`src/fxa_pkg.sv`:
```
`timescale 1ns / 1ps

package fxa_pkg;

    localparam int FIELD_W        = 32;
    localparam int OP_W           = 4;
    localparam int FRAC_BITS_DEF  = 8;
    localparam int WORD_WIDTH_DEF = 32;
    // quotient bits resolved in each divider stage
    localparam int DIV_STEPS      = 4;

    typedef enum logic [OP_W-1:0] {
        OP_ADD      = 4'd0,
        OP_SUB      = 4'd1,
        OP_MUL      = 4'd2,
        OP_DIV      = 4'd3,
        OP_GT       = 4'd4,
        OP_LT       = 4'd5,
        OP_GE       = 4'd6,
        OP_LE       = 4'd7,
        OP_EQ       = 4'd8,
        OP_NE       = 4'd9,
        OP_MIN      = 4'd10,
        OP_MAX      = 4'd11,
        OP_INC      = 4'd12,
        OP_DEC      = 4'd13,
        OP_FROM_INT = 4'd14,
        OP_TO_INT   = 4'd15
    } t_op;

    // everything a request carries past the divider besides the quotient
    typedef struct packed {
        t_op                op;
        logic [FIELD_W-1:0] res;
        logic               flag;
        logic               err;
        logic               neg;
    } t_side;

    typedef struct packed {
        logic  valid;
        t_side side;
    } t_lane;

endpackage

```
`src/fxa_div.sv`:
```
`timescale 1ns / 1ps

module fxa_div import fxa_pkg::*; #(
    parameter int FRAC_BITS = FRAC_BITS_DEF
) (
    input  logic               i_clk,
    input  logic               i_rst_n,
    input  t_lane              i_lane,
    input  logic [FIELD_W-1:0] i_dividend,
    input  logic [FIELD_W-1:0] i_divisor,
    output logic               o_ready,
    input  logic               i_adv,
    output t_lane              o_lane,
    output logic [FIELD_W-1:0] o_quot
);

    localparam int DW = FIELD_W + FRAC_BITS;
    localparam int NS = (DW + DIV_STEPS - 1) / DIV_STEPS;

    logic               r_valid [NS];
    t_side              r_side [NS];
    logic [DW-1:0]      r_work [NS];
    logic [FIELD_W-1:0] r_rem  [NS];
    logic [FIELD_W-1:0] r_dvs  [NS];

    logic               w_en  [NS];
    logic               w_vin [NS];
    t_side              w_side_in [NS];
    logic [DW-1:0]      w_work_in [NS];
    logic [FIELD_W-1:0] w_rem_in  [NS];
    logic [FIELD_W-1:0] w_dvs_in  [NS];
    logic [DW-1:0]      n_work    [NS];
    logic [FIELD_W-1:0] n_rem     [NS];

    for (genvar s = 0; s < NS; s++) begin : g_stage
        if (s == 0) begin : g_first
            assign w_vin[s]     = i_lane.valid;
            assign w_side_in[s] = i_lane.side;
            assign w_work_in[s] = {i_dividend, {FRAC_BITS{1'b0}}};
            assign w_rem_in[s]  = '0;
            assign w_dvs_in[s]  = i_divisor;
        end else begin : g_next
            assign w_vin[s]     = r_valid[s-1];
            assign w_side_in[s] = r_side[s-1];
            assign w_work_in[s] = r_work[s-1];
            assign w_rem_in[s]  = r_rem[s-1];
            assign w_dvs_in[s]  = r_dvs[s-1];
        end

        if (s == NS - 1) begin : g_last_en
            assign w_en[s] = !r_valid[s] || i_adv;
        end else begin : g_mid_en
            assign w_en[s] = !r_valid[s] || w_en[s+1];
        end

        // restoring division: shift in a dividend bit, subtract when it fits
        always_comb begin
            logic [FIELD_W:0]   sh;
            logic [DW-1:0]      w;
            logic [FIELD_W-1:0] rm;
            logic               qb;
            sh = '0;
            qb = 1'b0;
            w  = w_work_in[s];
            rm = w_rem_in[s];
            for (int k = 0; k < DIV_STEPS; k++) begin
                if (s * DIV_STEPS + k < DW) begin
                    sh = {rm, w[DW-1]};
                    qb = (sh >= {1'b0, w_dvs_in[s]});
                    if (qb) begin
                        sh = sh - {1'b0, w_dvs_in[s]};
                    end
                    rm = sh[FIELD_W-1:0];
                    w  = {w[DW-2:0], qb};
                end
            end
            n_work[s] = w;
            n_rem[s]  = rm;
        end

        always_ff @(posedge i_clk) begin
            if (!i_rst_n) begin
                r_valid[s] <= 1'b0;
            end else if (w_en[s]) begin
                r_valid[s] <= w_vin[s];
            end
        end

        always_ff @(posedge i_clk) begin
            if (w_en[s]) begin
                r_side[s] <= w_side_in[s];
                r_work[s] <= n_work[s];
                r_rem[s]  <= n_rem[s];
                r_dvs[s]  <= w_dvs_in[s];
            end
        end
    end

    assign o_ready = w_en[0];
    assign o_lane  = '{valid: r_valid[NS-1], side: r_side[NS-1]};
    assign o_quot  = r_work[NS-1][FIELD_W-1:0];

endmodule

```
`config.mk`:
```
export PLATFORM = sky130hd
export DESIGN_NAME = fxa_div
export DESIGN_NICKNAME = d
export VERILOG_FILES = /design/src/fxa_pkg.sv /design/src/fxa_div.sv
export SDC_FILE = /design/constraint.sdc
export NUM_CORES = 2
export LEC_CHECK = 0
export BUFFER_PORTS_ARGS = -buffer_cell sky130_fd_sc_hd__buf_4
export CORE_ASPECT_RATIO = 0.9
export CORE_MARGIN = 1.5
export CORE_UTILIZATION = 60
export CTS_BUF_LIST = sky130_fd_sc_hd__clkbuf_8
export DETAILED_ROUTE_END_ITERATION = 10
export PLACE_DENSITY = 0.77
export SETUP_SLACK_MARGIN = 0.1
export SLEW_MARGIN = 0
export SYNTH_ARGS = -nofsm -noshare
export SYNTH_HDL_FRONTEND = slang
export SYNTH_SLANG_ARGS = --single-unit
```
`constraint.sdc`:
```
create_clock -name i_clk -period 16 [get_ports i_clk]
set_input_delay 0.8 -clock i_clk [delete_from_list [all_inputs] [get_ports i_clk]]
set_output_delay 0.8 -clock i_clk [all_outputs]
set_load 0.01 [all_outputs]
```
==> impl_metrics.py <==
metrics = {
    "floorplan": {
        "fp-row-count": 151,
        "io_pins": 180,
        "die_h_um": 416,
        "die_x_um": 462,
        "die-area_um2": 192000,
        "start_util_pct": 60.3,
        "coreArea_um2": 188000,
    },
    "yosys": {
        "synth_cell_types": 106,
        "synth_top_flop_cell": "edfxtp_1",
        "syn_area_um2": 114000,
        "yosysWarnings": 0,
        "yosys-top-cells-area": "edfxtp_1, ha_1, xnor2_1, mux2_2, a21oi_1",
        "synth_cells": 12200,
        "synth_largest_area_cell": "edfxtp_1",
        "ys_seq_area_share_pct": 32.6,
        "ys_async_sr_fraction_pct": 0,
        "synth-seq-cells": 1232,
        "syn-num-nets": 13600,
        "syn_avg_cell_area_um2": 9.30,
        "synth-edff-count": 1231,
        "yosysTopAreaCellShare_pct": 32.6,
    },
    "placement": {
        "io_buffer_count": 179,
        "place_ws_ns": 0.863,
        "hpwl_um": 300000,
        "routabilityCongestion": 1.06,
        "dp.cells": 14800,
    },
    "global_route": {
        "antenna_found_initial": 15,
        "met1_usage_pct": 53.7,
        "overflow": 0,
        "grt_pass1_vias": 94100,
        "use_met2_pct": 57.1,
        "grt_usage_pct": 38.3,
        "grt_max_degree": 115,
        "grt_pass1_wl_um": 566000,
        "use_met3_pct": 8.76,
        "grt.busiest_layer": "met2",
    },
    "hold_path": {
        "whs_endpoint": "r_dvs[0][19]",
        "holdPathStages": 1,
        "min_path_type": "primary input to register",
        "hp-start": "i_divisor[19]",
    },
    "setup_path": {
        "critPathKind": "register to register",
        "cp.required_ns": 16.72,
        "r2r-end": "r_rem[2][9]",
        "reg2regPathDepth": 48,
        "crit_path_max_incr_delay_ns": 0.72,
        "rr_startpoint": "r_dvs[1][1]",
        "arrival_ns": 16.02,
        "regToRegSetupSlack_ns": 0.70,
        "crit_fanout": 37,
        "critPathCaptureType": "register",
        "worst_setup_path_start_kind": "register",
        "cpMaxStageDelayCell": "edfxtp_1",
    },
    "routing": {
        "ant_nets": 0,
        "drc_errors": 0,
        "drtIter0Drc": 12000,
        "routedWlPerCell_um": 24.8,
        "drtPass1Iterations": 9,
        "num_vias": 101000,
        "viasPerCell": 6.59,
        "wl_um": 379000,
    },
    "final_layout": {
        "ff_latch_area_um2": 37000,
        "stdcell_count": 15300,
        "fin_nets": 13900,
        "multi_input_area_um2": 72700,
        "area_growth_pct": 8.62,
        "n_fill_cell": 15300,
        "drive_above_1_share_pct": 10.2,
    },
    "run_status": {
        "status": "complete, no violations",
    },
    "sta": {
        "fmax_mhz": 65.4,
        "rsz0062_at_grt": "true",
        "finalClockSkew_ns": 0.0931,
        "finalHoldViolations": 0,
        "max_slew_margin_pct": 12.2,
        "fin_tns_setup_ns": 0,
        "maxSlewViolCount": 0,
        "min_period_ns": 15.30,
        "setup_viol": 0,
        "worst-slew-pin-transition_ns": 1.31,
        "worst_slack_ns": 0.702,
        "post-route-period-util_pct": 95.6,
    },
    "clocking": {
        "cts_max_path_buffers": 3,
        "clkSinkCount": 1232,
        "worstSkewPairLatency_ns": 1.07,
        "cts_tree": "built",
        "clk_pin_slew_ns": 0.06,
        "cts_root_buf": "clkbuf_8",
        "numCtsBuffers": 203,
        "ctsHtreeMaxLevel": 4,
        "post_cts_buffers": 0,
    },
    "run": {
        "cap_violations": 0,
    },
}
-- Yosys cell counts (140+ instances only) --
cell type  instances
nand2_1          879
ha_1            1244
a21oi_1         1128
o21a_1           200
xor2_1           308
xnor2_1          686
nor3_1           231
nand2b_1         162
nor2_1           760
nand4_1          178
nor2b_1          140
clkbuf_1         178
o21bai_1         153
a21o_1           542
mux2_2           524
o21ai_0          780
edfxtp_1        1231
inv_1            763
nand3_1          280
-- sequential cells by signal (all words and copies together), names as in the netlist --
signal   count
r_valid     10
r_rem      288
r_dvs      288
r_work     256
r_side     390
-- worst max-delay path, delay by kind of cell, from the launching register on --
kind	cells	cell delay (ns)
compound gates	26	7.70
simple gates	10	2.10
buf+inv	5	1.61
fa+ha+maj	4	1.48
mux	3	1.28
flops	1	0.72
-- routing by layer --
metal  wire length [µm]  vias up
met4              15900       10
met1             162000    47900
met2             162000     5122
met3              38700      872
met5                 68        -
li1                   -    46700
-- layout make-up --
type                       instances  share of cell area [%]
antenna                            8                  0.0162
timing repair buffer             407                    2.71
tap                             2524                    2.56
clock inverter                   169                    1.11
sequential                      1232                    30.0
multi-input combinational       9942                    59.0
inverter                         775                    2.38
clock buffer                     203                    2.27
-- worst max-delay path by stage --
stage,startpoint,endpoint,slack (ns)
5_1_grt,r_dvs[6][1],r_rem[7][24],0.02
2_1_floorplan,r_dvs[6][1],r_rem[7][28],3.82
3_5_place_dp,r_dvs[6][1],r_rem[7][24],0.86
3_3_place_gp,r_dvs[1][26],r_rem[2][10],0.86
6_report,r_dvs[1][1],r_rem[2][9],0.70
4_1_cts,r_dvs[6][1],r_rem[7][24],0.78
-- cells by family (layout without fill, tap and decap cells) --
logic type,Yosys count,in the layout,synth area share [%]
multiplexers,694,694,6.82
buffers and inverters,1039,1554,3.53
adder cells (fa/ha/maj),1277,1277,14.3
other,0,8,0
AO/OA/AOI/OAI,3807,3807,21.6
flip-flops,1232,1232,32.6
AND/OR/NAND/NOR,3170,3170,13.5
XOR/XNOR,994,994,7.67
-- per-stage QoR --
step	cell area, µm²	hold WS, ns	utilization [%]
floorplan	114000	0.400	-
global placement	118000	0.401	62.8
detailed placement	118000	0.405	62.8
CTS	123000	0.00369	65.5
global route	123000	0.00741	65.5
finish	123000	0.0742	65.5
-- layout by cell type, fill, tap and decap left out, types with 86 or more instances in the layout --
| master | n |
|---|---|
| ha_1 | 1244 |
| edfxtp_1 | 1231 |
| a21oi_1 | 1125 |
| nand2_1 | 875 |
| inv_1 | 813 |
| o21ai_0 | 778 |
| nor2_1 | 759 |
| xnor2_1 | 686 |
| a21o_1 | 542 |
| mux2_2 | 524 |
| buf_4 | 315 |
| xor2_1 | 308 |
| nand3_1 | 279 |
| nor3_1 | 230 |
| clkbuf_8 | 203 |
| o21a_1 | 200 |
| nand4_1 | 178 |
| nand2b_1 | 162 |
| o21bai_1 | 153 |
| nor2b_1 | 139 |
| and3_1 | 138 |
| a211oi_1 | 135 |
| mux2i_1 | 135 |
| a31oi_1 | 112 |
| and2_1 | 99 |
| o211ai_1 | 96 |
| dlygate4sd3_1 | 86 |
-- what timing repair did --
| action | in CTS | in global routing |
|---|---|---|
| hold buffers | 86 | 0 |
| gates resized for setup | 0 | 7 |
| setup endpoints to repair | 0 | 80 |
| hold endpoints to repair | 86 | 0 |
Power is left out: the tool's default activity adds up to more than one toggle a clock period on the data nets, which glitch-free logic cannot reach.
